<file path="src/rtl/ffha_pkg.sv">
// Shared constants, codes and types for the first-fit heap allocator.
package ffha_pkg;
	localparam int MAX_BLOCKS = 64;
	localparam int IDX_W = $clog2(MAX_BLOCKS);
	localparam int CNT_W = IDX_W + 1;
	localparam int ARENA_BYTES = 1048576;
	localparam int PAGE_BYTES = 4096;
	localparam int PAGE_SH = $clog2(PAGE_BYTES);
	localparam int HEADER_BYTES = 32;
	localparam int MIN_SPLIT_BYTES = 32;
	localparam int ADDR_W = 20;
	localparam int SIZE_W = 21;
	localparam int CALC_W = 24;

	localparam logic [1:0] ST_OK = 2'd0;
	localparam logic [1:0] ST_NOBLK = 2'd1;
	localparam logic [1:0] ST_UNKNOWN = 2'd2;

	localparam logic MODE_ALLOC = 1'b0;

	typedef struct packed {
		logic [ADDR_W-1:0] off;
		logic [ADDR_W-1:0] bytes;
		logic fr;
	} entry_t;

	// Memory command from sequencer to table.
	typedef struct packed {
		logic we;
		logic [IDX_W-1:0] waddr;
		entry_t wdata;
		logic [IDX_W-1:0] raddr;
	} tbl_cmd_t;
endpackage

</file>
<file path="src/rtl/ffha_table.sv">
// Block table memory: one write port, one registered read port.
module ffha_table (
	input logic clk,
	input ffha_pkg::tbl_cmd_t cmd,
	output ffha_pkg::entry_t rdata
);
	ffha_pkg::entry_t mem [ffha_pkg::MAX_BLOCKS];

	always_ff @(posedge clk) begin
		if (cmd.we) begin
			mem[cmd.waddr] <= cmd.wdata;
		end
		rdata <= mem[cmd.raddr];
	end
endmodule

</file>
<file path="src/rtl/first_fit_heap_allocator_top.sv">
// Top level: sequencer over the block table with one shared adder/compare.
//
// channel   signals                                          direction
// config    arena_limit_we, arena_limit                      in
// command   start, busy, mode, request_size, free_address    in / busy out
// result    done, status, payload_address, granted_size      out
//
// The scan reads one entry a cycle through the registered table port; an insert
// or remove moves each entry through a read state and a write state. The longest
// allocate hits the first entry, then the split moves the rest up; a free that
// merges with both neighbors removes twice. A zero-size allocate answers
// ST_NOBLK without a scan. busy is high until done. Reset clears count and
// arena top and sets limit to ARENA_BYTES; the table needs no clearing.
// The result shows for one cycle with done; the receiver cannot stall it.
module first_fit_heap_allocator_top (
	input logic clk,
	input logic arst_n,
	input logic arena_limit_we,
	input logic [20:0] arena_limit,
	input logic start,
	output logic busy,
	input logic mode,
	input logic [20:0] request_size,
	input logic [19:0] free_address,
	output logic done,
	output logic [1:0] status,
	output logic [19:0] payload_address,
	output logic [20:0] granted_size
);
	localparam int IW = ffha_pkg::IDX_W;
	localparam int CW = ffha_pkg::CNT_W;
	localparam int XW = ffha_pkg::CALC_W;

	localparam logic [3:0] S_IDLE = 4'd0;
	localparam logic [3:0] S_SCAN = 4'd1;
	localparam logic [3:0] S_GROW = 4'd2;
	localparam logic [3:0] S_SPLIT = 4'd3;
	localparam logic [3:0] S_SHR = 4'd4;
	localparam logic [3:0] S_SHW = 4'd5;
	localparam logic [3:0] S_FIN = 4'd6;
	localparam logic [3:0] S_NXT = 4'd7;
	localparam logic [3:0] S_NXTW = 4'd8;
	localparam logic [3:0] S_PRV = 4'd9;
	localparam logic [3:0] S_PRVW = 4'd10;
	localparam logic [3:0] S_SHL = 4'd11;
	localparam logic [3:0] S_SHLW = 4'd12;
	localparam logic [3:0] S_RESP = 4'd13;

	logic [3:0] state_q;
	logic [CW-1:0] count_q;
	logic [XW-1:0] top_q;
	logic [20:0] limit_q;
	logic mode_q;
	logic [XW-1:0] size_q;
	logic [XW-1:0] addr_q;
	logic [CW-1:0] idx_q;     // scan/read pointer
	logic [CW-1:0] pos_q;     // target entry
	logic [CW-1:0] mv_q;      // shift pointer
	logic [CW-1:0] stop_q;    // shift stop
	logic rd_pend_q;
	ffha_pkg::entry_t cur_q;  // target entry image
	ffha_pkg::entry_t ins_q;  // entry inserted after shift
	logic after_rm_q;         // which merge step follows a remove
	logic [1:0] st_q;
	logic [19:0] pa_q;
	logic [20:0] gs_q;

	ffha_pkg::tbl_cmd_t cmd;
	ffha_pkg::entry_t rd;

	ffha_table u_table (.clk(clk), .cmd(cmd), .rdata(rd));

	// shared adder and comparator
	logic [XW-1:0] add_a, add_b, sum, cmp_a, cmp_b;
	logic ge;
	assign sum = add_a + add_b;
	assign ge = cmp_a >= cmp_b;

	logic [XW-1:0] rsize, alloc, lim;
	assign rsize = ({3'b0, request_size} + XW'(3)) & ~XW'(3);
	assign alloc = ((size_q + XW'(ffha_pkg::HEADER_BYTES + ffha_pkg::PAGE_BYTES - 1))
		>> ffha_pkg::PAGE_SH) << ffha_pkg::PAGE_SH;
	assign lim = (limit_q < 21'(ffha_pkg::ARENA_BYTES)) ? XW'(limit_q)
		: XW'(ffha_pkg::ARENA_BYTES);

	assign busy = state_q != S_IDLE;

	always_comb begin
		add_a = '0;
		add_b = '0;
		cmp_a = '0;
		cmp_b = '0;
		case (state_q)
			S_SCAN: begin
				add_a = XW'(rd.off);
				add_b = XW'(ffha_pkg::HEADER_BYTES);
				cmp_a = XW'(rd.bytes);
				cmp_b = size_q;
			end
			S_GROW: begin
				add_a = top_q;
				add_b = alloc;
				cmp_a = lim;
				cmp_b = sum;
			end
			S_SPLIT: begin
				add_a = size_q;
				add_b = XW'(ffha_pkg::HEADER_BYTES + ffha_pkg::MIN_SPLIT_BYTES);
				cmp_a = XW'(cur_q.bytes);
				cmp_b = sum;
			end
			S_NXTW, S_PRVW: begin
				add_a = XW'(rd.bytes) + XW'(ffha_pkg::HEADER_BYTES);
				add_b = XW'(cur_q.bytes);
			end
			default: ;
		endcase
	end

	logic [CW-1:0] raddr_n;
	logic we_n;
	logic [IW-1:0] wa_n;
	ffha_pkg::entry_t wd_n;
	logic [XW-1:0] soff;

	assign soff = XW'(cur_q.off) + XW'(ffha_pkg::HEADER_BYTES) + size_q;

	always_ff @(posedge clk or negedge arst_n) begin
		if (!arst_n) begin
			state_q <= S_IDLE;
			count_q <= '0;
			top_q <= '0;
			limit_q <= 21'(ffha_pkg::ARENA_BYTES);
			done <= 1'b0;
			rd_pend_q <= 1'b0;
			mode_q <= ffha_pkg::MODE_ALLOC;
			size_q <= '0;
			addr_q <= '0;
			idx_q <= '0;
			pos_q <= '0;
			mv_q <= '0;
			stop_q <= '0;
			cur_q <= '0;
			ins_q <= '0;
			after_rm_q <= 1'b0;
			st_q <= ffha_pkg::ST_OK;
			pa_q <= '0;
			gs_q <= '0;
		end else begin
			done <= 1'b0;
			if (arena_limit_we) begin
				limit_q <= arena_limit;
			end
			case (state_q)
				S_IDLE: begin
					if (start) begin
						mode_q <= mode;
						size_q <= rsize;
						addr_q <= XW'(free_address);
						idx_q <= '0;
						rd_pend_q <= 1'b0;
						st_q <= ffha_pkg::ST_OK;
						pa_q <= '0;
						gs_q <= '0;
						if (mode == ffha_pkg::MODE_ALLOC && rsize == '0) begin
							st_q <= ffha_pkg::ST_NOBLK;
							state_q <= S_RESP;
						end else begin
							state_q <= S_SCAN;
						end
					end
				end
				S_SCAN: begin
					// rd holds entry idx_q-1 when rd_pend_q
					if (rd_pend_q && (mode_q == ffha_pkg::MODE_ALLOC
						? (rd.fr && ge) : (sum == addr_q))) begin
						pos_q <= idx_q - CW'(1);
						cur_q <= rd;
						rd_pend_q <= 1'b0;
						state_q <= mode_q == ffha_pkg::MODE_ALLOC ? S_SPLIT : S_NXT;
					end else if (idx_q == count_q) begin
						rd_pend_q <= 1'b0;
						if (mode_q != ffha_pkg::MODE_ALLOC) begin
							st_q <= ffha_pkg::ST_UNKNOWN;
							state_q <= S_RESP;
						end else if (count_q == CW'(ffha_pkg::MAX_BLOCKS)) begin
							st_q <= ffha_pkg::ST_NOBLK;
							state_q <= S_RESP;
						end else begin
							state_q <= S_GROW;
						end
					end else begin
						idx_q <= idx_q + CW'(1);
						rd_pend_q <= 1'b1;
					end
				end
				S_GROW: begin
					if (!ge) begin
						st_q <= ffha_pkg::ST_NOBLK;
						state_q <= S_RESP;
					end else begin
						pos_q <= count_q;
						cur_q.off <= top_q[19:0];
						cur_q.bytes <= 20'(alloc - XW'(ffha_pkg::HEADER_BYTES));
						cur_q.fr <= 1'b0;
						count_q <= count_q + CW'(1);
						top_q <= sum;
						state_q <= S_SPLIT;
					end
				end
				S_SPLIT: begin
					cur_q.fr <= 1'b0;
					if (count_q != CW'(ffha_pkg::MAX_BLOCKS) && ge) begin
						ins_q.off <= soff[19:0];
						ins_q.bytes <= 20'(XW'(cur_q.bytes) - size_q
							- XW'(ffha_pkg::HEADER_BYTES));
						ins_q.fr <= 1'b1;
						cur_q.bytes <= size_q[19:0];
						// move entries count-1 .. pos+1 up by one
						mv_q <= count_q;
						stop_q <= pos_q + CW'(1);
						count_q <= count_q + CW'(1);
						state_q <= S_SHR;
					end else begin
						state_q <= S_FIN;
					end
				end
				S_SHR: begin
					if (mv_q == stop_q) begin
						// write the inserted entry
						state_q <= S_FIN;
					end else begin
						state_q <= S_SHW;
					end
				end
				S_SHW: begin
					state_q <= S_SHR;
					mv_q <= mv_q - CW'(1);
				end
				S_FIN: begin
					if (mode_q == ffha_pkg::MODE_ALLOC) begin
						pa_q <= 20'(XW'(cur_q.off) + XW'(ffha_pkg::HEADER_BYTES));
						gs_q <= 21'(cur_q.bytes);
					end
					state_q <= S_RESP;
				end
				S_NXT: begin
					cur_q.fr <= 1'b1;
					if (pos_q + CW'(1) < count_q) begin
						state_q <= S_NXTW;
					end else begin
						state_q <= S_PRV;
					end
				end
				S_NXTW: begin
					if (rd.fr) begin
						cur_q.bytes <= sum[19:0];
						mv_q <= pos_q + CW'(1);
						after_rm_q <= 1'b0;
						count_q <= count_q - CW'(1);
						state_q <= S_SHL;
					end else begin
						state_q <= S_PRV;
					end
				end
				S_PRV: begin
					if (pos_q != '0) begin
						state_q <= S_PRVW;
					end else begin
						state_q <= S_FIN;
					end
				end
				S_PRVW: begin
					if (rd.fr) begin
						cur_q.off <= rd.off;
						cur_q.bytes <= sum[19:0];
						mv_q <= pos_q;
						pos_q <= pos_q - CW'(1);
						after_rm_q <= 1'b1;
						count_q <= count_q - CW'(1);
						state_q <= S_SHL;
					end else begin
						state_q <= S_FIN;
					end
				end
				S_SHL: begin
					// entries mv+1 .. count move down; count already reduced
					if (mv_q >= count_q) begin
						state_q <= after_rm_q ? S_FIN : S_PRV;
					end else begin
						state_q <= S_SHLW;
					end
				end
				S_SHLW: begin
					mv_q <= mv_q + CW'(1);
					state_q <= S_SHL;
				end
				S_RESP: begin
					done <= 1'b1;
					state_q <= S_IDLE;
				end
				default: state_q <= S_IDLE;
			endcase
		end
	end

	// table port: read address picked in the cycle it is issued, write for
	// shift moves, the inserted entry and target write-back
	always_comb begin
		we_n = 1'b0;
		wa_n = '0;
		wd_n = cur_q;
		raddr_n = idx_q;
		case (state_q)
			S_SHR: begin
				raddr_n = mv_q - CW'(1);
				if (mv_q == stop_q) begin
					we_n = 1'b1;
					wa_n = stop_q[IW-1:0];
					wd_n = ins_q;
				end
			end
			S_SHW: begin
				// read of mv-1 was issued in S_SHR, data arrives now
				we_n = 1'b1;
				wa_n = mv_q[IW-1:0];
				wd_n = rd;
			end
			S_SHL: begin
				raddr_n = mv_q + CW'(1);
			end
			S_SHLW: begin
				we_n = 1'b1;
				wa_n = mv_q[IW-1:0];
				wd_n = rd;
			end
			S_NXT: begin
				raddr_n = pos_q + CW'(1);
			end
			S_PRV: begin
				raddr_n = pos_q - CW'(1);
			end
			S_FIN: begin
				we_n = 1'b1;
				wa_n = pos_q[IW-1:0];
			end
			default: ;
		endcase
	end

	always_comb begin
		cmd.we = we_n;
		cmd.waddr = wa_n;
		cmd.wdata = wd_n;
		cmd.raddr = raddr_n[IW-1:0];
	end

	assign status = st_q;
	assign payload_address = pa_q;
	assign granted_size = gs_q;
endmodule

</file>
<file path="config.mk">
export PLATFORM = sky130hd
export DESIGN_NAME = first_fit_heap_allocator_top
export DESIGN_NICKNAME = d
export VERILOG_FILES = /design/src/rtl/ffha_pkg.sv /design/src/rtl/ffha_table.sv /design/src/rtl/first_fit_heap_allocator_top.sv
export SDC_FILE = /design/constraint.sdc
export NUM_CORES = 2
export LEC_CHECK = 0
export BUFFER_PORTS_ARGS = -buffer_cell sky130_fd_sc_hd__buf_2
export CAP_MARGIN = 20
export CORE_MARGIN = 1
export CORE_UTILIZATION = 30
export CTS_BUF_LIST = sky130_fd_sc_hd__clkbuf_8
export DETAILED_ROUTE_END_ITERATION = 10
export SLEW_MARGIN = 20
export SYNTH_ARGS = -nofsm -noshare
export SYNTH_HDL_FRONTEND = slang
export SYNTH_SLANG_ARGS = --single-unit
</file>
<file path="constraint.sdc">
create_clock -name clk -period 9.7 [get_ports clk]
set_clock_uncertainty 0.2 [all_clocks]
set_input_delay 0.97 -clock clk [delete_from_list [all_inputs] [get_ports clk]]
set_output_delay 0.97 -clock clk [all_outputs]
set_load 0.01 [all_outputs]
</file>
==> impl_results.md <==
* Yosys top cell area share at 0.636
* Power Density at between 300 and 400 nW/um^2
* Max incr delay on CP at roughly 0.80 ns
* H-tree depth at 5
* Worst setup path category: flop to flop
* Number of synthesized register bits at roughly 2900
* Most used flip-flop cell after synthesis: edfxtp_1
* Slowest library cell on the worst path: dfrtp_1
* Layout Cells excl Fill at 16100
* Setup TNS at 0 ns
* Async set or reset register ratio after synthesis at 0.0864
* Top cells by area, synth: edfxtp_1, nand2_1, dfrtp_1
* Met3 Track Usage GR at 0.0269
* Actual slew at the worst max-slew pin at 1.19 ns
* Core Area at 410000 sq um
* Final wirelength at between 300 and 400 mm
* Worst Min Path Start: request_size[18]
* Max Slew Vio Count at 0
* RSZ-0062 raised after global routing: no
* Fin nets at approximately 11000
* Worst R2R Path Depth at 26
* Initial Util at 0.302
* Synth cell types at 98
* Via count at 84000
* Max clock buf depth at 4
* Routed Antenna Nets at 0
* Number of synthesized flops with an enable pin at ~2600
* Sequential element share of the synthesized area at 0.694
* Die width at 644 um
* Area of the multi-input gates at between 30000 and 40000 sq um
* Largest net degree at the start of global routing at 154
* Outcome: complete, no violations
* Reg power frac at 0.364
* Delay-heaviest family, CP: compound AO/OA/AOI/OAI gates
* Bufs and invs on worst path at 4
* Fmax at ~0.11 GHz
* Post-CTS Setup Bufs at 0
* HPWL Detailed at ~200 mm
* Average wire per standard cell at between 20 and 25 um
* FF-to-FF Start: state_q[0]
* Critical R2R Capture: mv_q[3]
* Met2 usage at 0.272
* Global routing's busiest layer: met2
* Post-Syn Area at 124000 sq um
* Total GRT Usage at 0.170
* Final setup viols at 0
* Layout area overhead at 13.5%
* Drt drc at 0
* Cell taking the most area after synthesis: edfxtp_1
* Vias per cell at approximately 5.2
* Die Area at between 400000 and 500000 sq um
* Clk sinks at ~2900
* Top-Level Pins at approximately 110
* Met1 Usage GRT at 0.239
* CTS clk-pin slew, worst paths at 0.06 ns
* Worst path required time at 10.44 ns
* Placed Cells incl. Taps at around 15000
* 1st-iter DRT viols at between 10000 and 15000
* Initial antenna violation count at 29
* Grt ovf at 0
* Vias in the first global route at ~80000
* GPL Wtd Cong at 0.871
* Class of the worst hold path: primary input to flop
* Leak at between 50 and 60 nW
* Post_cts resized at 0
* Register-to-register setup slack at ~0.93 ns
* Port bufs at 110
* Mapped Cells at roughly 10000
* Max transition margin at 0.201
* Rows at ~240
* Hold buffer count at cts at 47
* Number of fill cells at approximately 40000
* Comb pwr share at 0.440
* Switching power of the nets at approximately 22 mW
* Post-Syn Nets at approximately 10000
* Total CTS buffers at about 470
* CP Launch Type: flop
* Total of max-cap violations at 0
* Final Hold Fails at 0
* Die height at ~640 um
* CP arrival at between 9 and 10 ns
* TritonRoute pass-1 iters at 8
* Worst hold stages at 4
* FF+latch area at 85900 sq um
* Tcrit/Tclk final at 0.904
* Worst path most repeated cell: a21oi_1
* Clock Power Share at 0.197
* Worst hold endpoint: size_q[19]
* Worst-Skew Late Latency at approximately 1.1 ns
* Yosys warns at 0
* Synthesized area per cell at about 12 sq um
* CTS tree: built
* Worst VDD drop at ~0.00031 V
* Min cycle time layout at ~8.8 ns
* Share of layout cells above drive strength 1 at 0.109
* First-pass GRT wire length at 537 mm
* Crit. End Element: flop
* P_int at approximately 28 mW
* Worst hold slack at around 0.13 ns
* Sw Share at 0.438
* CP Max Fanout at 31
* CTS Root Cell: clkbuf_8
==> layer usage <==
layer  wire [um]  part of all wire
met5          45           0.00012
met4        8430             0.023
met3       30600             0.083
met2      171000              0.47
met1      158000              0.43
==> cells by family after synthesis <==
kind of cell               count (synthesis)  synth area share
and+or+nand+nor                         4551             0.157
DFF                                     2917             0.694
AOI/OAI and AO/OA                       1440            0.0862
buffers and inverters                    834            0.0262
xor gates and xnor gates                 165            0.0122
adders and majority gates                128            0.0131
muxes                                    121            0.0112
other                                      1         0.0000303
==> synthesized netlist by cell type (14+ instances only) <==
cell,count
clkbuf_1,609
a31oi_1,96
or3_1,16
nor2b_1,18
nand2_1,3027
nor2_1,192
edfxtp_1,2624
a22o_1,26
nor3_1,125
a22oi_1,84
ha_1,124
a311oi_1,577
nand2b_1,25
a211oi_1,57
a222oi_1,33
a21oi_1,257
xor2_1,77
nand3_1,711
o22ai_1,35
a21o_1,24
buf_2,49
nor4_1,14
mux2i_1,32
buf_1,48
and3_1,353
inv_1,120
dfrtp_1,251
o21ai_0,135
and2_1,14
xnor2_1,83
mux2_2,75
nand4_1,23
dfxtp_1,41
==> registers in the layout (all words and copies together), names as in the netlist <==
name and cells:
status 2, pos_q 7, granted_size 20, state_q 4, cur_q 41, count_q 7
addr_q 20, limit_q 21, idx_q 7, size_q 20, u_table.rdata 41, top_q 24
ins_q 41, rd_pend_q 1, payload_address 20, stop_q 7, after_rm_q 1, done 1
u_table.mem 2624, mv_q 7, mode_q 1
==> worst min-delay path: stages <==
cell and delay [ns]:
buf_2 0.12, nand2_1 0.07, xor2_1 0.08, o21ai_0 0.14
==> how the worst max path moves through the flow <==
| stage | endpoint | depth (start not counted) | start |
|---|---|---|---|
| 2_1_floorplan | idx_q[0] | 30 | state_q[2] |
| 3_3_place_gp | mv_q[3] | 26 | state_q[2] |
| 3_5_place_dp | mv_q[3] | 26 | state_q[2] |
| 4_1_cts | mv_q[3] | 26 | state_q[0] |
| 5_1_grt | mv_q[3] | 26 | state_q[0] |
| 6_report | mv_q[3] | 26 | state_q[0] |
==> layout by cell type (no fill, tap or decap), drive strengths merged, types with 84 or more instances in the layout <==
cell type	n
xnor2	84
dfrtp	251
a311oi	577
buf	352
a22oi	84
and3	354
mux2	88
nor3	127
clkinv	132
ha	124
o21ai	138
edfxtp	2624
clkbuf	485
a21oi	258
inv	325
nand3	711
a31oi	96
nand2	3027
nor2	195
==> stage by stage <==
step            util  setup WS (ns)  area, sq um  power, mW
4_1_cts        0.342           1.02       140000       49.9
5_1_grt        0.343          0.399       141000       52.5
3_5_place_dp   0.320           1.09       131000       40.1
3_3_place_gp   0.320           1.16       131000       40.0
2_1_floorplan      -           2.85       124000       31.4
6_report       0.343          0.927       141000       50.0
==> area by class of cell <==
class	count	share of cell area
clock inverters	348	0.0134
flip-flops and latches	2917	0.611
diodes	6	0.000107
repair buffers	399	0.0235
well taps	5451	0.0485
clock buffers	485	0.0475
inverters	121	0.00323
multi-input cells	6406	0.252
==> power groups by stage <==
stage	logic (mW)	clock network, mW	registers (mW)
after global placement	21.6	0	18.4
after floorplan	13.3	0	18.1
after global routing	23.8	10.5	18.2
final	22.0	9.83	18.2
after detailed placement	21.7	0	18.4
after CTS	21.8	9.99	18.2
Note: power is estimated with default switching activity, not from simulation.
